`src/rtl/teh_pkg.sv`:
```
`default_nettype none
// ----------------------------------------------------------------------------
// teh_pkg: shared types and constants of the timer expiry queue
// Entry layout, request kinds, result codes and the controller/datapath
// command and status groups.
// ----------------------------------------------------------------------------
package teh_pkg;

   localparam int DEPTH   = 64;
   localparam int ADDR_W  = $clog2(DEPTH);
   localparam int CNT_W   = $clog2(DEPTH + 1);
   localparam int ID_W    = 16;
   localparam int TIME_W  = 32;
   localparam int ENTRY_W = TIME_W + ID_W;

   typedef enum logic [1:0] {
      KIND_START  = 2'd0,
      KIND_CANCEL = 2'd1,
      KIND_CHECK  = 2'd2,
      KIND_NONE   = 2'd3
   } kind_type;

   typedef enum logic [1:0] {
      ST_OK        = 2'd0,
      ST_FULL      = 2'd1,
      ST_NOT_FOUND = 2'd2,
      ST_NONE_DUE  = 2'd3
   } status_type;

   typedef struct packed {
      logic [TIME_W-1:0] expiry;
      logic [ID_W-1:0]   id;
   } entry_type;

   // controller to datapath
   typedef struct packed {
      logic load_req;
      logic scan_step;
      logic move_rd;
      logic move_wr;
      logic rsp_load;
   } cmd_type;

   // datapath to controller
   typedef struct packed {
      logic scan_done;
      logic due;
      logic out_free;
   } sts_type;

   // strict ordering: earlier expiry first, ties to the smaller id
   function automatic logic entry_before(entry_type a, entry_type b);
      if (a.expiry != b.expiry) begin
         return a.expiry < b.expiry;
      end
      return a.id < b.id;
   endfunction

endpackage
`default_nettype wire

```
`src/rtl/teh_req_if.sv`:
```
`default_nettype none
// ----------------------------------------------------------------------------
// teh_req_if: request channel
// Valid/ready channel carrying one timer request.
// ----------------------------------------------------------------------------
interface teh_req_if import teh_pkg::*; ();
   logic              valid;
   logic              ready;
   logic [1:0]        kind;
   logic [TIME_W-1:0] now;
   logic [TIME_W-1:0] interval;
   logic [ID_W-1:0]   cancel_id;

   modport source (output valid, kind, now, interval, cancel_id, input ready);
   modport sink   (input valid, kind, now, interval, cancel_id, output ready);
endinterface
`default_nettype wire

```
`src/rtl/teh_rsp_if.sv`:
```
`default_nettype none
// ----------------------------------------------------------------------------
// teh_rsp_if: response channel
// Valid/ready channel carrying one timer result.
// ----------------------------------------------------------------------------
interface teh_rsp_if import teh_pkg::*; ();
   logic            valid;
   logic            ready;
   logic [1:0]      status;
   logic [ID_W-1:0] tmr_id;
   logic            fired;

   modport source (output valid, status, tmr_id, fired, input ready);
   modport sink   (input valid, status, tmr_id, fired, output ready);
endinterface
`default_nettype wire

```
`src/rtl/teh_ram.sv`:
```
`default_nettype none
// ----------------------------------------------------------------------------
// teh_ram: generic single-write, single-read RAM
// One write port, one read port with registered read data.
// ----------------------------------------------------------------------------
module teh_ram #(
   parameter int WIDTH = 8,
   parameter int DEPTH = 16
) (
   input  wire logic                     clock,
   input  wire logic                     wr_en,
   input  wire logic [$clog2(DEPTH)-1:0] wr_addr,
   input  wire logic [WIDTH-1:0]         wr_data,
   input  wire logic                     rd_en,
   input  wire logic [$clog2(DEPTH)-1:0] rd_addr,
   output logic      [WIDTH-1:0]         rd_data
);

   logic [WIDTH-1:0] mem [DEPTH];

   always_ff @(posedge clock) begin
      if (wr_en) begin
         mem[wr_addr] <= wr_data;
      end
      if (rd_en) begin
         rd_data <= mem[rd_addr];
      end
   end

endmodule
`default_nettype wire

```
`src/rtl/teh_ctrl.sv`:
```
`default_nettype none
// ----------------------------------------------------------------------------
// teh_ctrl: request sequencer
// State machine that steps the datapath through start, cancel and check.
// ----------------------------------------------------------------------------
module teh_ctrl import teh_pkg::*; (
   input  wire logic       clock,
   input  wire logic       reset,
   input  wire logic       req_valid,
   input  wire logic [1:0] req_kind,
   output logic            req_ready,
   input  wire sts_type    sts,
   output cmd_type         cmd
);

   typedef enum logic [2:0] {
      S_IDLE,
      S_SCAN,
      S_MOVE_RD,
      S_MOVE_WR,
      S_RESP
   } state_type;

   state_type state_ff, state_in;
   kind_type  kind_ff, kind_in;

   always_comb begin
      state_in  = state_ff;
      kind_in   = kind_ff;
      cmd       = '0;
      req_ready = 1'b0;
      unique case (state_ff)
         S_IDLE: begin
            req_ready = 1'b1;
            if (req_valid) begin
               cmd.load_req = 1'b1;
               kind_in      = kind_type'(req_kind);
               unique case (kind_type'(req_kind))
                  KIND_START:  state_in = S_RESP;
                  KIND_CANCEL,
                  KIND_CHECK:  state_in = S_SCAN;
                  default:     state_in = S_IDLE;
               endcase
            end
         end
         S_SCAN: begin
            cmd.scan_step = 1'b1;
            if (sts.scan_done) begin
               if (kind_ff == KIND_CHECK && sts.due) begin
                  state_in = S_MOVE_RD;
               end else begin
                  state_in = S_RESP;
               end
            end
         end
         S_MOVE_RD: begin
            cmd.move_rd = 1'b1;
            state_in    = S_MOVE_WR;
         end
         S_MOVE_WR: begin
            cmd.move_wr = 1'b1;
            state_in    = S_RESP;
         end
         S_RESP: begin
            if (sts.out_free) begin
               cmd.rsp_load = 1'b1;
               state_in     = S_IDLE;
            end
         end
         default: state_in = S_IDLE;
      endcase
   end

   always_ff @(posedge clock) begin
      if (reset) begin
         state_ff <= S_IDLE;
         kind_ff  <= KIND_NONE;
      end else begin
         state_ff <= state_in;
         kind_ff  <= kind_in;
      end
   end

endmodule
`default_nettype wire

```
`src/rtl/teh_dpath.sv`:
```
`default_nettype none
// ----------------------------------------------------------------------------
// teh_dpath: timer store and result datapath
// Entry RAM, fill count, id counter, scan unit and result register.
// ----------------------------------------------------------------------------
module teh_dpath import teh_pkg::*; (
   input  wire logic              clock,
   input  wire logic              reset,
   input  wire cmd_type           cmd,
   output sts_type                sts,
   input  wire logic [1:0]        req_kind,
   input  wire logic [TIME_W-1:0] req_now,
   input  wire logic [TIME_W-1:0] req_interval,
   input  wire logic [ID_W-1:0]   req_cancel_id,
   output logic                   rsp_valid,
   input  wire logic              rsp_ready,
   output logic [1:0]             rsp_status,
   output logic [ID_W-1:0]        rsp_tmr_id,
   output logic                   rsp_fired
);

   kind_type          kind_ff;
   logic [TIME_W-1:0] now_ff, interval_ff;
   logic [ID_W-1:0]   cid_ff;
   logic [CNT_W-1:0]  count_ff, idx_ff, wptr_ff;
   logic [ID_W-1:0]   next_id_ff;
   logic              rd_pend_ff;
   logic [ADDR_W-1:0] rd_idx_ff;
   logic              best_vld_ff, hit_ff;
   entry_type         best_ff;
   logic [ADDR_W-1:0] best_idx_ff;
   logic              rsp_valid_ff;
   status_type        rsp_status_ff;
   logic [ID_W-1:0]   rsp_id_ff;
   logic              rsp_fired_ff;

   logic              wr_en, rd_en;
   logic [ADDR_W-1:0] wr_addr, rd_addr;
   entry_type         wr_data, rd_data;
   logic [TIME_W:0]   sum;
   logic [TIME_W-1:0] expiry_new;
   logic              full, scan_issue, keep, take;
   logic [CNT_W-1:0]  last;

   assign sum        = {1'b0, now_ff} + {1'b0, interval_ff};
   assign expiry_new = sum[TIME_W] ? {TIME_W{1'b1}} : sum[TIME_W-1:0];
   assign full       = (count_ff == CNT_W'(DEPTH));
   assign last       = count_ff - CNT_W'(1);
   assign scan_issue = cmd.scan_step && (idx_ff < count_ff);
   assign keep       = rd_pend_ff && kind_ff == KIND_CANCEL && rd_data.id != cid_ff;
   assign take       = rd_pend_ff && kind_ff == KIND_CHECK
                       && (!best_vld_ff || entry_before(rd_data, best_ff));

   always_comb begin
      rd_en   = scan_issue || cmd.move_rd;
      rd_addr = cmd.move_rd ? last[ADDR_W-1:0] : idx_ff[ADDR_W-1:0];
      wr_en   = 1'b0;
      wr_addr = count_ff[ADDR_W-1:0];
      wr_data = rd_data;
      priority if (keep) begin
         wr_en   = 1'b1;
         wr_addr = wptr_ff[ADDR_W-1:0];
      end else if (cmd.move_wr) begin
         wr_en   = 1'b1;
         wr_addr = best_idx_ff;
      end else if (cmd.rsp_load && kind_ff == KIND_START && !full) begin
         wr_en   = 1'b1;
         wr_data = '{expiry: expiry_new, id: next_id_ff};
      end else begin
         wr_en   = 1'b0;
      end
   end

   teh_ram #(.WIDTH(ENTRY_W), .DEPTH(DEPTH)) u_ram (
      .clock   (clock),
      .wr_en   (wr_en),
      .wr_addr (wr_addr),
      .wr_data (wr_data),
      .rd_en   (rd_en),
      .rd_addr (rd_addr),
      .rd_data (rd_data)
   );

   assign sts.scan_done = (idx_ff == count_ff) && !rd_pend_ff;
   assign sts.due       = best_vld_ff && (best_ff.expiry <= now_ff);
   assign sts.out_free  = !rsp_valid_ff || rsp_ready;

   // request latch and scan registers
   always_ff @(posedge clock) begin
      if (cmd.load_req) begin
         kind_ff     <= kind_type'(req_kind);
         now_ff      <= req_now;
         interval_ff <= req_interval;
         cid_ff      <= req_cancel_id;
      end
      if (scan_issue) begin
         rd_idx_ff <= idx_ff[ADDR_W-1:0];
      end
      if (take) begin
         best_ff     <= rd_data;
         best_idx_ff <= rd_idx_ff;
      end
   end

   always_ff @(posedge clock) begin
      if (reset) begin
         count_ff     <= '0;
         next_id_ff   <= ID_W'(1);
         idx_ff       <= '0;
         wptr_ff      <= '0;
         rd_pend_ff   <= 1'b0;
         best_vld_ff  <= 1'b0;
         hit_ff       <= 1'b0;
         rsp_valid_ff <= 1'b0;
      end else begin
         rd_pend_ff <= scan_issue;
         if (cmd.load_req) begin
            idx_ff      <= '0;
            wptr_ff     <= '0;
            best_vld_ff <= 1'b0;
            hit_ff      <= 1'b0;
         end
         if (scan_issue) begin
            idx_ff <= idx_ff + CNT_W'(1);
         end
         if (keep) begin
            wptr_ff <= wptr_ff + CNT_W'(1);
         end
         if (take) begin
            best_vld_ff <= 1'b1;
         end
         if (cmd.move_wr) begin
            count_ff <= last;
            hit_ff   <= 1'b1;
         end
         if (rsp_valid_ff && rsp_ready && !cmd.rsp_load) begin
            rsp_valid_ff <= 1'b0;
         end
         if (cmd.rsp_load) begin
            rsp_valid_ff <= 1'b1;
            if (kind_ff == KIND_START && !full) begin
               count_ff   <= count_ff + CNT_W'(1);
               next_id_ff <= next_id_ff + ID_W'(1);
            end else if (kind_ff == KIND_CANCEL) begin
               count_ff <= wptr_ff;
            end
         end
      end
   end

   // result register
   always_ff @(posedge clock) begin
      if (cmd.rsp_load) begin
         unique case (kind_ff)
            KIND_START: begin
               rsp_status_ff <= full ? ST_FULL : ST_OK;
               rsp_id_ff     <= full ? '0 : next_id_ff;
               rsp_fired_ff  <= 1'b0;
            end
            KIND_CANCEL: begin
               rsp_status_ff <= (wptr_ff == count_ff) ? ST_NOT_FOUND : ST_OK;
               rsp_id_ff     <= cid_ff;
               rsp_fired_ff  <= 1'b0;
            end
            default: begin
               rsp_status_ff <= hit_ff ? ST_OK : ST_NONE_DUE;
               rsp_id_ff     <= hit_ff ? best_ff.id : '0;
               rsp_fired_ff  <= hit_ff;
            end
         endcase
      end
   end

   assign rsp_valid  = rsp_valid_ff;
   assign rsp_status = rsp_status_ff;
   assign rsp_tmr_id = rsp_id_ff;
   assign rsp_fired  = rsp_fired_ff;

   a_count_range: assert property (@(posedge clock) disable iff (reset)
      count_ff <= CNT_W'(DEPTH))
      else $error("entry count above depth");

   a_wptr_behind: assert property (@(posedge clock) disable iff (reset)
      wptr_ff <= idx_ff)
      else $error("compaction pointer ahead of scan");

   a_move_nonempty: assert property (@(posedge clock) disable iff (reset)
      cmd.move_wr |-> (count_ff != '0) && hit_ff == 1'b0 && best_vld_ff)
      else $error("move without a due entry");

   a_load_free: assert property (@(posedge clock) disable iff (reset)
      cmd.rsp_load |-> (!rsp_valid_ff || rsp_ready))
      else $error("result overwritten before transfer");

endmodule
`default_nettype wire

```
`src/rtl/timer_expiry_heap_unit.sv`:
```
`default_nettype none
// ----------------------------------------------------------------------------
// timer_expiry_heap_unit: timer queue ordered by expiry
// Holds up to DEPTH timers; start, cancel and check requests, one result each.
// ----------------------------------------------------------------------------
// req_bus: one transfer per request; rsp_bus: one transfer per start, cancel
//   or check; kind 3 is taken and dropped without a result
// start stores now + interval (saturating) under a fresh id, cancel removes
//   every entry with the id, check pops the earliest entry (ties to the
//   smaller id) if its expiry is not after now
// steps, request transfer to result valid: start goes straight to the
//   result; cancel and check scan the stored timers, a popping check then
//   moves the last entry into the freed slot (read, then write); the scan
//   goes through the single ram read port: every stored entry is read once
// throughput: one request at a time; the next one is taken the cycle after
//   the result is loaded, even while that result stalls
// receiver stall: the result register holds; the following request then
//   waits for it and req_bus.ready stays low meanwhile
// reset: synchronous; entry count to zero, id counter to one, ram not
//   cleared (only filled entries are ever read)
// ----------------------------------------------------------------------------
module timer_expiry_heap_unit import teh_pkg::*; (
   input wire logic clock,
   input wire logic reset,
   teh_req_if.sink  req_bus,
   teh_rsp_if.source rsp_bus
);

   cmd_type cmd;
   sts_type sts;

   // sequencer: accepts requests and walks the datapath through them
   teh_ctrl u_ctrl (
      .clock     (clock),
      .reset     (reset),
      .req_valid (req_bus.valid),
      .req_kind  (req_bus.kind),
      .req_ready (req_bus.ready),
      .sts       (sts),
      .cmd       (cmd)
   );

   // entry store, scan and result register
   teh_dpath u_dpath (
      .clock         (clock),
      .reset         (reset),
      .cmd           (cmd),
      .sts           (sts),
      .req_kind      (req_bus.kind),
      .req_now       (req_bus.now),
      .req_interval  (req_bus.interval),
      .req_cancel_id (req_bus.cancel_id),
      .rsp_valid     (rsp_bus.valid),
      .rsp_ready     (rsp_bus.ready),
      .rsp_status    (rsp_bus.status),
      .rsp_tmr_id    (rsp_bus.tmr_id),
      .rsp_fired     (rsp_bus.fired)
   );

endmodule
`default_nettype wire
```
`src/flat_wrapper.sv`:
```
// flat-port wrapper written by rule: the top's interface ports become plain ports
module timer_expiry_heap_unit_flat import teh_pkg::*;
  (clock, reset, req_bus_valid, req_bus_kind, req_bus_now, req_bus_interval, req_bus_cancel_id, req_bus_ready, rsp_bus_valid, rsp_bus_status, rsp_bus_tmr_id, rsp_bus_fired, rsp_bus_ready);
  teh_req_if req_bus_i ();
  teh_rsp_if rsp_bus_i ();
  input wire logic clock;
  input wire logic reset;
  input wire logic [$bits(req_bus_i.valid)-1:0] req_bus_valid;
  input wire logic [$bits(req_bus_i.kind)-1:0] req_bus_kind;
  input wire logic [$bits(req_bus_i.now)-1:0] req_bus_now;
  input wire logic [$bits(req_bus_i.interval)-1:0] req_bus_interval;
  input wire logic [$bits(req_bus_i.cancel_id)-1:0] req_bus_cancel_id;
  output wire logic [$bits(req_bus_i.ready)-1:0] req_bus_ready;
  output wire logic [$bits(rsp_bus_i.valid)-1:0] rsp_bus_valid;
  output wire logic [$bits(rsp_bus_i.status)-1:0] rsp_bus_status;
  output wire logic [$bits(rsp_bus_i.tmr_id)-1:0] rsp_bus_tmr_id;
  output wire logic [$bits(rsp_bus_i.fired)-1:0] rsp_bus_fired;
  input wire logic [$bits(rsp_bus_i.ready)-1:0] rsp_bus_ready;
  assign req_bus_i.valid = req_bus_valid;
  assign req_bus_i.kind = req_bus_kind;
  assign req_bus_i.now = req_bus_now;
  assign req_bus_i.interval = req_bus_interval;
  assign req_bus_i.cancel_id = req_bus_cancel_id;
  assign req_bus_ready = req_bus_i.ready;
  assign rsp_bus_valid = rsp_bus_i.valid;
  assign rsp_bus_status = rsp_bus_i.status;
  assign rsp_bus_tmr_id = rsp_bus_i.tmr_id;
  assign rsp_bus_fired = rsp_bus_i.fired;
  assign rsp_bus_i.ready = rsp_bus_ready;
  timer_expiry_heap_unit u_core (.clock(clock), .reset(reset), .req_bus(req_bus_i), .rsp_bus(rsp_bus_i));
endmodule
```
`config.mk`:
```
export PLATFORM = sky130hd
export DESIGN_NAME = timer_expiry_heap_unit_flat
export DESIGN_NICKNAME = d
export VERILOG_FILES = /design/src/rtl/teh_pkg.sv /design/src/rtl/teh_req_if.sv /design/src/rtl/teh_rsp_if.sv /design/src/rtl/teh_ram.sv /design/src/rtl/teh_ctrl.sv /design/src/rtl/teh_dpath.sv /design/src/rtl/timer_expiry_heap_unit.sv /design/src/flat_wrapper.sv
export SDC_FILE = /design/constraint.sdc
export NUM_CORES = 2
export LEC_CHECK = 0
export BUFFER_PORTS_ARGS = -buffer_cell sky130_fd_sc_hd__clkbuf_2
export CORE_AREA = 2 2 579 581
export CTS_CLUSTER_SIZE = 28
export DETAILED_ROUTE_END_ITERATION = 10
export DIE_AREA = 0 0 581 583
export PLACE_DENSITY_LB_ADDON = 0.2
export REMOVE_ABC_BUFFERS = 1
export SLEW_MARGIN = 20
export SYNTH_ARGS = -nofsm -noshare
export SYNTH_HDL_FRONTEND = slang
export SYNTH_SLANG_ARGS = --single-unit
```
`constraint.sdc`:
```
create_clock -name clock -period 9.87 [get_ports clock]
set_input_delay 2.961 -clock clock [delete_from_list [all_inputs] [get_ports clock]]
set_output_delay 2.961 -clock clock [all_outputs]
set_load 0.02 [all_outputs]
```
# After elaboration in Yosys (flattened, before gate mapping)
# Memories as Yosys holds them, arrays and structs flattened. A register that Yosys moved wholly into a read port is not among the register bits.
# Index checks and enable logic that the tools add are counted.
[word_totals]
ff_bits = 207
latchBits = 0
ramBits = 3072
mem_bits_ro = 0
in_bits = 86
out_inout_bits = 21
elab_cells = 131
n_memories = 1
[memory_table]
columns = ["memory", "depth", "word_bits", "rd", "rd_clocked_by_memory_dff", "wr", "line_no", "rtl"]
rows = [
  ["u_core.u_dpath.u_ram.mem", 64, 48, 1, 1, 1, "teh_ram.sv:19", "logic [WIDTH-1:0] mem [DEPTH];"],
]
[op_classes]
addsub = 6
n_mul = 0
div_mod_pow = 0
n_lt_le_gt_ge = 4
n_eq_ne = 17
shifts = 0
muxes = 48
bitwise_logic = 0
reduce_logical = 34
[op_table]
columns = ["operator", "count"]
rows = [
  ["$mux 48", 3],
  ["$mux 7", 7],
  ["$add 32x32->33", 1],
  ["$le 32x32->1", 1],
  ["$lt 32x32->1", 1],
  ["$mux 16", 2],
  ["$mux 32", 1],
  ["$ne 32x32->1", 1],
  ["$pmux 16 s2", 1],
  ["$mux 1", 22],
  ["$add 7x1->7 const B", 3],
  ["$mux 6", 3],
  ["$add 16x1->16 const B", 1],
  ["$lt 16x16->1", 1],
  ["$ne 16x16->1", 1],
  ["$pmux 3 s5", 1],
  ["$eq 7x7->1", 2],
  ["$logic_and 1x1->1", 13],
  ["$mux 3", 4],
  ["$reduce_bool 2->1", 5],
  ["$eq 7x7->1 const B", 1],
  ["$lt 7x7->1", 1],
  ["$sub 7x1->7 const B", 1],
  ["$eq 2x2->1 const B", 3],
  ["16 further kinds", 29],
]

# Logic depth before layout (Yosys ltp)
[logic_depth]
depth_word = 11
ltp_mapped = 12
ltp_nobuf = 10

# By module
# Synthesis repeated with hierarchy kept, for this count alone.
[unflattened]
cells_unflattened = 6123
hier_area_um2 = 129957.1
[modules_own_cells]
columns = ["mod", "n_inst", "cells_per_inst", "area_each_um2", "seq_area_each_um2"]
rows = [
  ["teh_ram", 1, 4970, 117597.8, 93689.9],
  ["teh_dpath", 1, 1110, 11956.5, 5655.4],
  ["teh_ctrl", 1, 43, 402.9, 100.1],
]

# Worst setup path after synthesis
# Ideal clock, no wire load.
[synth_timing]
path_kind = "in2reg"
from = "in rsp_bus_ready"
to = "mem u_core.u_dpath.u_ram.mem[0][47] in the netlist's numbering, data pin"
setup_time_ps = 768
arrival_time_ps = 7091
required_time_ps = 9102
setup_slack_ps = 2012
path_stages = 8
n_path_buf = 1
path_cell_list = "nor2b_1 nor2_4 nand2_1 a211oi_2 nor3b_2 a21o_1 buf_2 a311oi_1"
[synth_lines]
columns = ["element", "line_no", "rtl"]
rows = [
  ["from (decl)", "flat_wrapper.sv:18", "input wire logic [$bits(rsp_bus_i.ready)-1:0] rsp_bus_ready;"],
  ["to (decl)", "teh_ram.sv:19", ""],
]

==> impl_metrics.tcl <==
set metrics [dict create \
    ys_ff_latch 3327 \
    fin_util_pct 45.3 \
    ys_async_sr_fraction_pct 0 \
    vias 64200 \
    drc_errors 0 \
    drv_cap 0 \
    clock_path_buffers 4 \
    ctsResizeCount 0 \
    postCtsSetupRepairBufs 0 \
    die_y_um 583 \
    dr.pass1.iters 5 \
    synth_warnings 0 \
    syn_inst 6216 \
    finalMaxSlewViolations 0 \
    reg2reg_to "u_core.u_dpath.u_ram.rd_data[14]" \
    fin_crit_sh_pct 67.6 \
    antenna_found_initial 21 \
    total_power_w 0.0294 \
    detail-route-antenna-nets 0 \
    rr_worst_depth 10 \
    synth-main-ff-cell "edfxtp_1" \
    hold_end "u_core.u_dpath.best_idx_ff[1]" \
    ys_types 78 \
    min-delay-start "u_core.u_dpath.rd_idx_ff[1]" \
    setup_ws_ps 3200 \
    power.density_nw_per_um2 195 \
    syn_area_per_cell_um2 21.3 \
    num_rows 212 \
    tns_ps 0 \
    outcome "completed" \
    syn_area_um2 132000 \
    grt_overflow 0 \
    start_util_pct 39.8 \
    port_buffers 106 \
    r2r_slack_ps 4280 \
    fin_nets 6786 \
    core_um2 332000 \
    yosysTopAreaCell "edfxtp_1" \
    grt_pass1_wl_um 511000 \
    final_cell_mix "edfxtp_1, mux4_2, mux2i_1" \
    fmax_mhz 150 \
    cts.sinks 3327 \
    post-route-min-period_ps 6670 \
    start_kind "input port" \
    yosys.area.top_type_share_pct 74.4 \
    path_clk_slew_ps 60 \
    netlist_top_cells_area "edfxtp_1, mux4_2, mux2i_1" \
    end_kind "flip-flop" \
    reg2reg_from "u_core.u_ctrl.state_ff[2]" \
    critical_path_arrival_ps 7210 \
    path_max_fanout 33 \
    rsz0062_at_grt "false" \
    routabilityCongestion 0.797 \
    setup_viol 0 \
    tightest_slew_ps 1170 \
    io_pins 107 \
    cp_data_required_time_ps 10410 \
    die-area_um2 339000 \
    dp_hpwl_um 223000 \
    p_leak_nw 51.3 \
    dieWidth_um 581 \
    hold_viol_final 0 \
    layout_commonest_cell "edfxtp_1" \
    whs_path_depth 0 \
    worstHoldPathType "reg2reg" \
    wire_per_inst_um 32.7 \
    dp_slack_ps 2200 \
    grt_usage_pct 21.4 \
    routed_wirelength_um 368000 \
    area_growth_pct 13.7 \
    clock_skew_ps 62.6 \
    vdd_ir_drop_max_v 0.000136 \
    first_global_vias 64300 \
    viasPerCell 5.70 \
    insertion_delay_ps 950 \
    htreeDepth 5 \
    grt_max_degree 107 \
    drt_iter0_drc 7032 \
    ctsHoldBuffers 0 \
    root_buffer "clkbuf_16" \
    drive_gt1_share_pct 25.0 \
    crit_type "in2reg" \
    slew_headroom_pct 21.7 \
    numCtsBuffers 345 \
    synth_seq_area_share_pct 75.1 \
    synth-edff-count 3281 \
    cts_tree "built" \
]
worst max-delay path, stage by stage:
cell and delay [ps]:
clkbuf_2 90, nor2b_1 90, nor2_4 730, and2_2 680, nand3_1 140, a21oi_1 200
a32o_1 230, nand2_1 440, nor2_4 850, buf_4 700
synthesized netlist by cell type (all sizes together) (4+ instances only):
library cell	number
xnor2	30
inv	121
nor3	29
a211oi	10
dfxtp	46
or3	8
o21a	8
edfxtp	3281
nand2	115
o22a	4
a31oi	20
a2111oi	4
nand3	25
and2	5
a222oi	16
xor2	35
ha	125
mux2	5
nor2	168
mux2i	703
o221ai	8
o21bai	5
a21oi	110
o21ai	50
nand4	34
o31ai	4
o211ai	8
or2	15
buf	225
nor4	9
clkbuf	75
and3	10
mux4	768
a21boi	4
nand3b	7
a311oi	4
nor3b	12
a21o	48
a22oi	4
nor2b	14
nand2b	12
registers in the layout, indices dropped and copies added, names as in the netlist, 16 cells and up:
register                      cells
u_core.u_dpath.next_id_ff        16
u_core.u_dpath.u_ram.rd_data     48
u_core.u_dpath.now_ff            32
u_core.u_dpath.cid_ff            16
u_core.u_dpath.u_ram.mem       3072
u_core.u_dpath.interval_ff       32
u_core.u_dpath.rsp_tmr_id        16
u_core.u_dpath.best_ff           48
routing by layer:
metal | wire, µm | global-route usage [%] | vias to the layer above
li1 | - | - | 26600
met1 | 159000 | 30.6 | 34800
met2 | 176000 | 34.4 | 2383
met3 | 26400 | 3.87 | 387
met4 | 7140 | 4.56 | 4
met5 | 21 | 0 | -
cell type report:
type	instances	area (µm²)
antenna	22	55.1
clock buffer	421	9070
clock inverter	198	1590
fill	27800	182000
inverter	121	457
multi-input combinational	2468	32000
sequential	3327	99400
tap	4387	5490
timing repair buffer	311	2430
stage by stage:
stage,hold WS [ps],instance area (µm²),std cells
3_5_place_dp,412,140000,10600
6_report,418,151000,11300
3_3_place_gp,405,140000,10600
5_1_grt,429,150000,11200
4_1_cts,418,150000,11200
2_1_floorplan,400,131000,5916
cells by family (layout without fill, tap and decap cells):
| kind of cell | after synthesis | count (layout) | share of synthesized area, % |
|---|---|---|---|
| buf+inv | 421 | 1051 | 1.51 |
| other cells | 0 | 22 | 0 |
| flops | 3327 | 3327 | 75.1 |
| compound gates | 330 | 330 | 1.64 |
| xor+xnor | 65 | 65 | 0.430 |
| fa+ha+maj | 126 | 126 | 1.20 |
| simple gates | 471 | 471 | 1.70 |
| mux | 1476 | 1476 | 18.4 |
where the power goes:
part	leakage, nW	internal, W	switching, W	total [W]
combinational	16.2	0.000409	0.000874	0.00128
sequential	29.9	0.0156	0.0000588	0.0157
clock	5.19	0.00694	0.00551	0.0124
total	51.3	0.0230	0.00644	0.0294
how the worst max path moves through the flow:
stage / start / cells past startpoint / end / slack, ps
2_1_floorplan: u_core.u_ctrl.state_ff[2] / 8 / u_core.u_dpath.u_ram.rd_data[12] / -62660
3_3_place_gp: rsp_bus_ready / 10 / u_core.u_dpath.u_ram.mem[45][18] / 2300
3_5_place_dp: rsp_bus_ready / 10 / u_core.u_dpath.u_ram.mem[45][18] / 2200
4_1_cts: rsp_bus_ready / 10 / u_core.u_dpath.u_ram.mem[45][25] / 3220
5_1_grt: rsp_bus_ready / 10 / u_core.u_dpath.u_ram.mem[47][23] / 2990
6_report: rsp_bus_ready / 10 / u_core.u_dpath.u_ram.mem[38][24] / 3200
(Power assumes the default switching activity.)
